[config.mk]
export PLATFORM = sky130hd
export DESIGN_NAME = signed_int_to_decimal_ascii_unit_flat
export DESIGN_NICKNAME = d
export VERILOG_FILES = /design/src/hw/rtl/sidu_pkg.sv /design/src/hw/rtl/sidu_ifs.sv /design/src/hw/rtl/sidu_datapath.sv /design/src/hw/rtl/sidu_controller.sv /design/src/hw/rtl/signed_int_to_decimal_ascii_unit.sv /design/src/flat_wrapper.sv
export SDC_FILE = /design/constraint.sdc
export NUM_CORES = 1
export LEC_CHECK = 0
export BUFFER_PORTS_ARGS = -buffer_cell sky130_fd_sc_hd__buf_4
export CELL_PAD_IN_SITES_DETAIL_PLACEMENT = 1
export CELL_PAD_IN_SITES_GLOBAL_PLACEMENT = 1
export CORE_MARGIN = 1
export CORE_UTILIZATION = 35
export DETAILED_ROUTE_END_ITERATION = 12
export PLACE_DENSITY_LB_ADDON = 0.1
export SYNTH_ARGS = -nofsm -noshare
export SYNTH_HDL_FRONTEND = slang
export SYNTH_SLANG_ARGS = --single-unit
[constraint.sdc]
create_clock -name clk -period 6.3 [get_ports clk]
set_clock_uncertainty 0.1 [all_clocks]
set_input_delay 0.63 -clock clk [delete_from_list [all_inputs] [get_ports clk]]
set_output_delay 0.63 -clock clk [all_outputs]
set_load 0.01 [all_outputs]
[src/hw/rtl/sidu_pkg.sv]
`default_nettype none

package sidu_pkg;

  // Width of the value field on the input channel
  localparam int unsigned VALUE_FIELD_W = 64;
  localparam int unsigned VALUE_WIDTH_DEF = 64;

  // ASCII codes
  localparam logic [7:0] CH_ZERO  = 8'h30;
  localparam logic [7:0] CH_MINUS = 8'h2D;
  localparam logic [7:0] CH_CR    = 8'h0D;
  localparam logic [7:0] CH_LF    = 8'h0A;

  // Which character the datapath loads into the output register
  typedef enum logic [1:0] {
    SEL_MINUS,
    SEL_DIGIT,
    SEL_CR,
    SEL_LF
  } char_sel_t;

  // Controller to datapath
  typedef struct packed {
    logic      load;
    logic      conv_step;
    logic      digit_shift;
    logic      emit;
    char_sel_t sel;
  } cmd_t;

  // Datapath to controller
  typedef struct packed {
    logic neg;
    logic bit_last;
    logic dig_last;
    logic top_zero;
  } status_t;

endpackage

`default_nettype wire

[src/hw/rtl/sidu_ifs.sv]
`default_nettype none

// Input channel: one signed value per transfer
interface sidu_in_if
  import sidu_pkg::*;
();
  logic                            valid;
  logic                            ready;
  logic signed [VALUE_FIELD_W-1:0] value;

  modport source (output valid, output value, input ready);
  modport sink   (input valid, input value, output ready);
endinterface

// Output channel: one ASCII character per transfer
interface sidu_out_if;
  logic       valid;
  logic       ready;
  logic [7:0] character;
  logic       last;

  modport source (output valid, output character, output last, input ready);
  modport sink   (input valid, input character, input last, output ready);
endinterface

`default_nettype wire

[src/hw/rtl/sidu_datapath.sv]
`default_nettype none

module sidu_datapath
  import sidu_pkg::*;
#(
  parameter int unsigned VALUE_WIDTH = VALUE_WIDTH_DEF,
  parameter int unsigned NUM_DIGITS  = 20
) (
  input  wire logic                   clk,
  input  wire logic [VALUE_WIDTH-1:0] value_in,
  input  wire cmd_t                   cmd,
  output status_t                     status,
  output logic [7:0]                  character,
  output logic                        last
);

  localparam int unsigned BCD_W     = 4 * NUM_DIGITS;
  localparam int unsigned BIT_CNT_W = $clog2(VALUE_WIDTH + 1);
  localparam int unsigned DIG_CNT_W = $clog2(NUM_DIGITS + 1);

  logic [VALUE_WIDTH-1:0] bin;
  logic [BCD_W-1:0]       bcd;
  logic [BCD_W-1:0]       bcd_adj;
  logic [BIT_CNT_W-1:0]   bit_cnt;
  logic [DIG_CNT_W-1:0]   dig_cnt;
  logic                   neg;
  logic [VALUE_WIDTH-1:0] mag_in;
  logic [3:0]             top_digit;

  // Magnitude as unsigned; the most negative value maps onto itself
  assign mag_in = value_in[VALUE_WIDTH-1]
                  ? (~value_in + {{(VALUE_WIDTH-1){1'b0}}, 1'b1}) : value_in;

  assign top_digit = bcd[BCD_W-1 -: 4];

  // Add 3 to every BCD digit of five or more before the shift
  always_comb begin
    for (int i = 0; i < NUM_DIGITS; i++) begin
      bcd_adj[4*i +: 4] = (bcd[4*i +: 4] >= 4'd5) ? (bcd[4*i +: 4] + 4'd3)
                                                   : bcd[4*i +: 4];
    end
  end

  // Conversion and digit shift registers
  always_ff @(posedge clk) begin
    if (cmd.load) begin
      neg     <= value_in[VALUE_WIDTH-1];
      bin     <= mag_in;
      bcd     <= '0;
      bit_cnt <= BIT_CNT_W'(VALUE_WIDTH);
      dig_cnt <= DIG_CNT_W'(NUM_DIGITS);
    end else if (cmd.conv_step) begin
      bcd     <= {bcd_adj[BCD_W-2:0], bin[VALUE_WIDTH-1]};
      bin     <= {bin[VALUE_WIDTH-2:0], 1'b0};
      bit_cnt <= bit_cnt - 1'b1;
    end else if (cmd.digit_shift) begin
      bcd     <= {bcd[BCD_W-5:0], 4'd0};
      dig_cnt <= dig_cnt - 1'b1;
    end
  end

  // Output character register
  always_ff @(posedge clk) begin
    if (cmd.emit) begin
      case (cmd.sel)
        SEL_MINUS: character <= CH_MINUS;
        SEL_DIGIT: character <= CH_ZERO | {4'd0, top_digit};
        SEL_CR:    character <= CH_CR;
        SEL_LF:    character <= CH_LF;
        default:   character <= CH_LF;
      endcase
      last <= (cmd.sel == SEL_LF);
    end
  end

  assign status.neg      = neg;
  assign status.bit_last = (bit_cnt == BIT_CNT_W'(1));
  assign status.dig_last = (dig_cnt == DIG_CNT_W'(1));
  assign status.top_zero = (top_digit == 4'd0);

endmodule

`default_nettype wire

[src/hw/rtl/sidu_controller.sv]
`default_nettype none

module sidu_controller
  import sidu_pkg::*;
(
  input  wire logic    clk,
  input  wire logic    rst,
  input  wire logic    in_valid,
  output logic         in_ready,
  output logic         out_valid,
  input  wire logic    out_ready,
  input  wire status_t status,
  output cmd_t         cmd
);

  typedef enum logic [2:0] {
    ST_IDLE,
    ST_CONV,
    ST_SIGN,
    ST_SKIP,
    ST_DIGIT,
    ST_CR,
    ST_LF
  } state_t;

  state_t state;
  state_t state_next;
  logic   slot_free;
  logic   emitting;

  // Output register can take a character this cycle
  assign slot_free = !out_valid || out_ready;
  assign in_ready  = (state == ST_IDLE);

  // Commands and next state
  always_comb begin
    cmd        = '{load: 1'b0, conv_step: 1'b0, digit_shift: 1'b0, emit: 1'b0,
                   sel: SEL_DIGIT};
    state_next = state;
    case (state)
      ST_IDLE: begin
        if (in_valid) begin
          cmd.load   = 1'b1;
          state_next = ST_CONV;
        end
      end
      ST_CONV: begin
        cmd.conv_step = 1'b1;
        if (status.bit_last) begin
          state_next = status.neg ? ST_SIGN : ST_SKIP;
        end
      end
      ST_SIGN: begin
        cmd.sel = SEL_MINUS;
        if (slot_free) begin
          cmd.emit   = 1'b1;
          state_next = ST_SKIP;
        end
      end
      ST_SKIP: begin
        // Drop leading zeros, always keeping the final digit
        if (status.top_zero && !status.dig_last) begin
          cmd.digit_shift = 1'b1;
        end else begin
          state_next = ST_DIGIT;
        end
      end
      ST_DIGIT: begin
        cmd.sel = SEL_DIGIT;
        if (slot_free) begin
          cmd.emit        = 1'b1;
          cmd.digit_shift = 1'b1;
          if (status.dig_last) begin
            state_next = ST_CR;
          end
        end
      end
      ST_CR: begin
        cmd.sel = SEL_CR;
        if (slot_free) begin
          cmd.emit   = 1'b1;
          state_next = ST_LF;
        end
      end
      ST_LF: begin
        cmd.sel = SEL_LF;
        if (slot_free) begin
          cmd.emit   = 1'b1;
          state_next = ST_IDLE;
        end
      end
      default: state_next = ST_IDLE;
    endcase
  end

  assign emitting = cmd.emit;

  // State and output valid
  always_ff @(posedge clk) begin
    if (rst) begin
      state     <= ST_IDLE;
      out_valid <= 1'b0;
    end else begin
      state <= state_next;
      if (emitting) begin
        out_valid <= 1'b1;
      end else if (out_ready) begin
        out_valid <= 1'b0;
      end
    end
  end

endmodule

`default_nettype wire

[src/hw/rtl/signed_int_to_decimal_ascii_unit.sv]
`default_nettype none

// Prints one signed value per input transfer as decimal ASCII text, most
// significant digit first: a minus sign for negative values, the digits with
// leading zeros dropped (zero prints as a single '0'), then CR and LF, with
// last set on the LF. Only the low VALUE_WIDTH bits of value are used, read
// as two's complement; the most negative value prints its exact magnitude.
// One value is handled at a time. A value is accepted, converted MSB first
// by the bit-serial shift-and-add-3 binary to BCD converter, which takes one
// input bit per cycle, then its leading zeros are dropped one digit at a
// time and its characters are sent, one per cycle when the output is not
// stalled. Dropped zeros and printed digits always fill every BCD digit
// position. The next value is accepted while the closing LF still waits in
// the output register.

module signed_int_to_decimal_ascii_unit
  import sidu_pkg::*;
#(
  parameter int unsigned VALUE_WIDTH = VALUE_WIDTH_DEF
) (
  input wire logic clk,
  input wire logic rst,
  sidu_in_if.sink  item,
  sidu_out_if.source result
);

  // Decimal digits that cover 2^(VALUE_WIDTH-1)
  localparam int unsigned NUM_DIGITS = (VALUE_WIDTH * 3) / 10 + 1;

  cmd_t    cmd;
  status_t status;

  sidu_controller u_ctrl (
    .clk       (clk),
    .rst       (rst),
    .in_valid  (item.valid),
    .in_ready  (item.ready),
    .out_valid (result.valid),
    .out_ready (result.ready),
    .status    (status),
    .cmd       (cmd)
  );

  sidu_datapath #(
    .VALUE_WIDTH (VALUE_WIDTH),
    .NUM_DIGITS  (NUM_DIGITS)
  ) u_dp (
    .clk       (clk),
    .value_in  (item.value[VALUE_WIDTH-1:0]),
    .cmd       (cmd),
    .status    (status),
    .character (result.character),
    .last      (result.last)
  );

endmodule

`default_nettype wire
[src/flat_wrapper.sv]
// flat-port wrapper written by rule: the top's interface ports become plain ports
module signed_int_to_decimal_ascii_unit_flat import sidu_pkg::*;
#(
  parameter int unsigned VALUE_WIDTH = VALUE_WIDTH_DEF
)
  (clk, rst, item_valid, item_value, item_ready, result_valid, result_character, result_last, result_ready);
  sidu_in_if item_i ();
  sidu_out_if result_i ();
  input wire logic clk;
  input wire logic rst;
  input wire logic [$bits(item_i.valid)-1:0] item_valid;
  input wire logic [$bits(item_i.value)-1:0] item_value;
  output wire logic [$bits(item_i.ready)-1:0] item_ready;
  output wire logic [$bits(result_i.valid)-1:0] result_valid;
  output wire logic [$bits(result_i.character)-1:0] result_character;
  output wire logic [$bits(result_i.last)-1:0] result_last;
  input wire logic [$bits(result_i.ready)-1:0] result_ready;
  assign item_i.valid = item_valid;
  assign item_i.value = item_value;
  assign item_ready = item_i.ready;
  assign result_valid = result_i.valid;
  assign result_character = result_i.character;
  assign result_last = result_i.last;
  assign result_i.ready = result_ready;
  signed_int_to_decimal_ascii_unit #(.VALUE_WIDTH(VALUE_WIDTH)) u_core (.clk(clk), .rst(rst), .item(item_i), .result(result_i));
endmodule
### Word level (Yosys, flattened, before mapping)

Index checks and enable logic that the tools add are counted.

* bits of input ports: 68
* ROM bits: 0
* word-level logic and storage cells: 131
* bits in latches: 0
* memory bits (writable): 0
* memories: 0
* output and inout port bits: 11
* register bits: 170

* reductions and logical operators: 12
* equality and inequality tests: 19
* shift-type cells: 0
* $lt $le $gt $ge: 20
* bitwise logic cells: 2
* muxes and demuxes: 46
* add/sub/neg operators: 23
* multiply operators: 0
* div/mod/pow operators: 0

Operators by type and width (number)
* $mux W64: 3
* $mux W80: 2
* $ge A4 B3 Y1 const B: 20
* $add A4 B2 Y4 const B: 19
* $mux W4: 19
* $add A64 B1 Y64 const B: 1
* $not A64 Y64: 1
* $pmux W8 S4: 1
* $mux W3: 9
* $pmux W3 S7: 1
* $ne A2 B2 Y1 const B: 7
* $pmux W3 S4: 1
* $eq A3 B3 Y1 const B: 3
* $mux W1: 8
* $reduce_and A8 Y1: 1
* $eq A7 B1 Y1 const B: 1
* $sub A7 B1 Y7 const B: 1
* $eq A3 B2 Y1 const B: 2
* $reduce_bool A2 Y1: 3
* $eq A5 B1 Y1 const B: 1
* $sub A5 B1 Y5 const B: 1
* $eq A2 B2 Y1 const B: 2
* $logic_not A4 Y1: 1
* $add A3 B2 Y3 const B: 1
* 12 further kinds: 13

### Depth between registers and ports, before layout

* depth after elaboration: 7
* mapped depth: 10
* depth with buffers taken out: 8

### Modules after synthesis

A second synthesis with hierarchy kept.

* cells, all modules: 1274
* area, all modules: 10764.1 sq um

By module, submodules not included
* sidu_datapath: area an instance 10437.5 sq um, seq. area each 4003.8 sq um, cells an instance 1228, times used 1
* sidu_controller: area an instance 326.6 sq um, seq. area each 80.1 sq um, cells an instance 46, times used 1

### Least setup slack after synthesis

OpenSTA, ideal clock, no wires.

* path kind: register to register
* start point: reg u_core.u_ctrl.state[0]
* end point: reg u_core.u_dp.bin[0] (enable)
* library setup time: 0.688 ns
* slack: 2.764 ns
* required time: 5.512 ns
* stages on the path, launching flop included: 8
* arrival: 2.748 ns
* period minus slack after synthesis: 3.536 ns
* buffers on the path: 4
* cells stage by stage: dfxtp_1 > clkbuf_1 > nor3_1 > nand2_1 > clkbuf_1 > clkbuf_1 > clkbuf_1 > nand2_1

* word-level cells in the longest chain between the ends: 3
* elaborated cells between the ends (all ways): 5
* classes of those cells: eq/ne: 1; mux: 2; reduce/logical: 2

Ends and longest elaborated chain
* from (decl): RTL line sidu_controller.sv:26 `state_t state;`
* from (signal assigned): RTL line sidu_controller.sv:104 `state <= state_next;`
* $logic_not A3 Y1
* via item_ready: RTL line flat_wrapper.sv:13 `output wire logic [$bits(item_i.ready)-1:0] item_ready;`
* $mux W1: RTL line sidu_controller.sv:40 `case (state)`
* $reduce_bool A2 Y1 (no line)
* to (signal assigned): RTL line sidu_datapath.sv:48 `bin <= mag_in;`
* to (signal assigned): RTL line sidu_datapath.sv:54 `bin <= {bin[VALUE_WIDTH-2:0], 1'b0};`
* to (decl): RTL line sidu_datapath.sv:21 `logic [VALUE_WIDTH-1:0] bin;`

The timed path passes the listed nets, and every way through them passes these cells.
A chain may end at the register's enable or synchronous reset.

### Worst setup path after layout

* start point: reg u_core.u_dp.dig_cnt[0]
* end point: reg u_core.u_dp.bcd[59]

* word-level cells in the longest chain between the ends: 6

Ends and longest elaborated chain
* from (decl): RTL line sidu_datapath.sv:25 `logic [DIG_CNT_W-1:0] dig_cnt;`
* from (signal assigned): RTL line sidu_datapath.sv:51 `dig_cnt <= DIG_CNT_W'(NUM_DIGITS);`
* from (signal assigned): RTL line sidu_datapath.sv:58 `dig_cnt <= dig_cnt - 1'b1;`
* $eq A5 B1 Y1: RTL line sidu_datapath.sv:78 `assign status.dig_last = (dig_cnt == DIG_CNT_W'(1));`
* $logic_not A1 Y1: RTL line sidu_controller.sv:62 `if (status.top_zero && !status.dig_last) begin`
* $logic_and A1 B1 Y1: RTL line sidu_controller.sv:62
* $mux W1: RTL line sidu_controller.sv:62
* $pmux W1 S2: RTL line sidu_controller.sv:40
* $reduce_bool A2 Y1 (no line)
* to (signal assigned): RTL line sidu_datapath.sv:53 `bcd <= {bcd_adj[BCD_W-2:0], bin[VALUE_WIDTH-1]};`
* to (signal assigned): RTL line sidu_datapath.sv:57 `bcd <= {bcd[BCD_W-5:0], 4'd0};`
* to (decl): RTL line sidu_datapath.sv:22 `logic [BCD_W-1:0] bcd;`

Every way passes these cells.

==> run metrics <==
CTS H-tree lvls=4; clock share of power=26.9%; status=complete, no violations; total gr overflow=0; dpl hpwl=16.8 mm; initial antenna violation count=0; Peak VDD IR=227 µV; crit path to=u_core.u_dp.bcd[59]$_SDFFE_PP0P_; Slew Limit Headroom=37.6%; number of I/O port buffers=76; design area=11,400 µm²; GPL Wtd Cong=0.727; Yosys top cell area share=21.6%; DR pass1 iterations=4; Simple-Gate Fraction of Synth Area=19.4%; Final Max Slew Viols=0; vias post-DR=8,528; CTS Root Cell=clkbuf_16; Nets=1,312; crit end category=register; Worst Path Required=6.56 ns; Worst Setup Start Kind=register; leakage=4.04 nW; Final ANT Viol Nets=0; Crit Path Max Fanout=68; Sink Count=168; Starting Density=35.8%; critical path's top delay family=simple AND/OR/NAND/NOR gates; Core ar.=27,900 µm²; Post-DP Area=10,900 µm²; Max-Cap Viols=0; Hold/Removal Path Class=primary input to register; area grow syn2layout=14.5%; Via density=5.37; met3 Use GR=3.08%; Netlist cell types=52; Post-Route Utilization=40.9%; asr flop ratio synth=0%; CP cell instances=ha_1 > or4b_2 > nand4_1 > o41ai_4 > nor2_4 > buf_4 > o21ai_0 > a21oi_1; CTS clk-pin slew, worst paths=0.07 ns; Max clock buf depth=2; Synth Register Bits=168; setup TNS=0 ns; final hold vios=0; largest family of logic cells by synthesized area=compound AO/OA/AOI/OAI gates; Final WS setup=3.32 ns; Post-synth EDFFs=72; Chip Height=171 µm; area of the multi-input gates=5490 µm²; reg2reg start=u_core.u_dp.dig_cnt[0]$_SDFFE_PP0P_; busiest grt layer=met2; Reg2Reg Setup Slack=3.32 ns; RSZ-0062 raised after global routing=false; # DRC=0; Post-Synth XOR/XNOR Area=7.80%; TritonCTS buffer count=17; crit share post-route=47.3%; Hold Slack=0.292 ns; post-synth top area cell=edfxtp_1; drt total wl=25.5 mm; CTS Hold Bufs=0; CP Launch Point=u_core.u_dp.dig_cnt[0]$_SDFFE_PP0P_; leading post-synthesis cells by cell area=edfxtp_1, dfxtp_1, o21ai_0, ha_1, xor2_1; DRT iter0 DRCs=503; vias in the first global route=8,664; pwr dens=343 nW/µm²; Max stage delay on crit path=0.65 ns; Global Route met2 Usage=31.9%; syn avg cell area=8.61 µm²; first-pass GRT wire length=43.6 mm; Main synth FF type=dfxtp_1; drt wl/cell=16.0 µm; fin crit period=2.98 ns; post-cts sizing count=0; Final Setup Violations=0; register area=4080 µm²; WP data arrival=3.24 ns; R2R cell count=8; Synth Area in Compound Gates=21.4%; Comb power frac=30.2%; RR Endpoint=u_core.u_dp.bcd[59]$_SDFFE_PP0P_; cells after synthesis=1,161; Post-CTS Setup Bufs=0; gr usage total=18.4%; proportion of synthesized area in mux cells=0.100%; WP buf/inv=1; # IOs=79; switching portion of total power=37.5%; CTS tree=yes; Setup CP Type=register to register; share of cells above drive strength 1=12.1%; pre-CTS setup slack=2.95 ns; clock latency on the worst-skew pair=0.44 ns; Psw=1.47 mW; Post-Synth Adder-Cell Area=5.76%; Fmax=335 MHz; die span in x=171 µm; layout filler cell count=3,305; sequential area share after synthesis=40.9%; # diodes=0; fin cells=1,589; synthesized area=9990 µm²; Worst-Margin Slew=0.936 ns; FP Rows=61; Die ar.=29,200 µm²; Seq pwr share=42.9%; dpl cells=1,557; YS warnings=0; largest net degree at the start of global routing=107; met1 global-route usage=23.7%; Power Total=3.92 mW; Int Pwr=2.45 mW; critical path depth=8; slowest cell on the critical path=buf_4
-- cell type report --
class | count | share of cell area [%]
Clock inverter | 12 | 1.01
Inverter | 51 | 1.67
Timing Repair Buffer | 84 | 5.51
Tap cell | 378 | 4.13
Clock buffer | 20 | 4.00
Multi-Input combinational cell | 876 | 48.0
Sequential cell | 168 | 35.7
-- placed cells by master (no fill, tap or decap), types with 34 or more instances in the layout --
master,synthesis,routed
edfxtp_1,72,72
nand2_1,134,131
dfxtp_1,96,96
xor2_1,62,62
a221oi_1,37,37
ha_1,46,46
nor3_1,34,34
o21ai_0,143,143
buf_4,2,84
a21oi_1,87,87
nor2_1,107,106
inv_1,51,50
-- registers in the layout, indices dropped and copies added (netlist names) --
name and count:
u_core.u_dp.bcd 80, u_core.u_dp.bin 64, u_core.u_dp.bit_cnt 7, u_core.u_dp.character 6
u_core.u_dp.dig_cnt 5, u_core.u_ctrl.state 3, u_core.u_ctrl.out_valid 1, u_core.u_dp.last 1
u_core.u_dp.neg 1
-- power groups by stage --
| stage | logic (mW) | clock network, mW | registers (mW) |
|---|---|---|---|
| final | 1.18 | 1.06 | 1.68 |
| after global routing | 1.36 | 1.13 | 1.72 |
| after CTS | 1.23 | 1.09 | 1.69 |
| after detailed placement | 1.22 | 0 | 1.71 |
| after global placement | 1.21 | 0 | 1.70 |
| after floorplan | 0.854 | 0 | 1.67 |
-- layer usage --
layer | wire (µm) | vias up
li1 | - | 4252
met1 | 12300 | 4156
met2 | 12300 | 103
met3 | 682 | 17
met4 | 221 | 0
met5 | 0 | -
-- Yosys cell counts (all sizes together) (2+ instances only) --
| cell | count |
|---|---|
| a21o | 2 |
| o21ai | 146 |
| nor4 | 11 |
| xor2 | 62 |
| nand2 | 134 |
| o41ai | 10 |
| o31ai | 17 |
| and2 | 2 |
| nor3b | 20 |
| o211ai | 2 |
| nand4 | 7 |
| buf | 13 |
| or3 | 4 |
| a22oi | 20 |
| or2 | 6 |
| or4 | 18 |
| a21oi | 87 |
| a221oi | 37 |
| nor2 | 107 |
| nor3 | 34 |
| dfxtp | 96 |
| a32oi | 19 |
| clkbuf | 54 |
| ha | 46 |
| nand3 | 11 |
| nand2b | 26 |
| xnor2 | 27 |
| nor4b | 2 |
| edfxtp | 72 |
| a211oi | 3 |
| inv | 51 |
| nor2b | 5 |
-- cells by family (layout without fill, tap and decap cells) --
group,after synthesis,after routing
AND/OR/NAND/NOR,391,391
AO/OA/AOI/OAI,347,347
flip-flops,168,168
buffers and inverters,118,167
XOR/XNOR,89,89
adder cells (fa/ha/maj),46,46
other,1,2
multiplexers,1,1
-- worst min path at each step --
stage / slack [ns] / start / cells after the start / to
6_report: 0.29 / rst / 2 / u_core.u_ctrl.out_valid$_SDFFE_PP0P_
2_1_floorplan: 0.35 / u_core.u_dp.bit_cnt[0]$_SDFFE_PP0P_ / 2 / u_core.u_dp.bit_cnt[0]$_SDFFE_PP0P_
3_5_place_dp: 0.37 / u_core.u_dp.bin[63]$_DFFE_PP_ / 2 / u_core.u_dp.bcd[0]$_SDFFE_PP0P_
3_3_place_gp: 0.36 / u_core.u_dp.bit_cnt[0]$_SDFFE_PP0P_ / 2 / u_core.u_dp.bit_cnt[0]$_SDFFE_PP0P_
5_1_grt: 0.28 / rst / 2 / u_core.u_ctrl.out_valid$_SDFFE_PP0P_
4_1_cts: 0.27 / rst / 2 / u_core.u_ctrl.out_valid$_SDFFE_PP0P_
(Power assumes the default switching activity.)
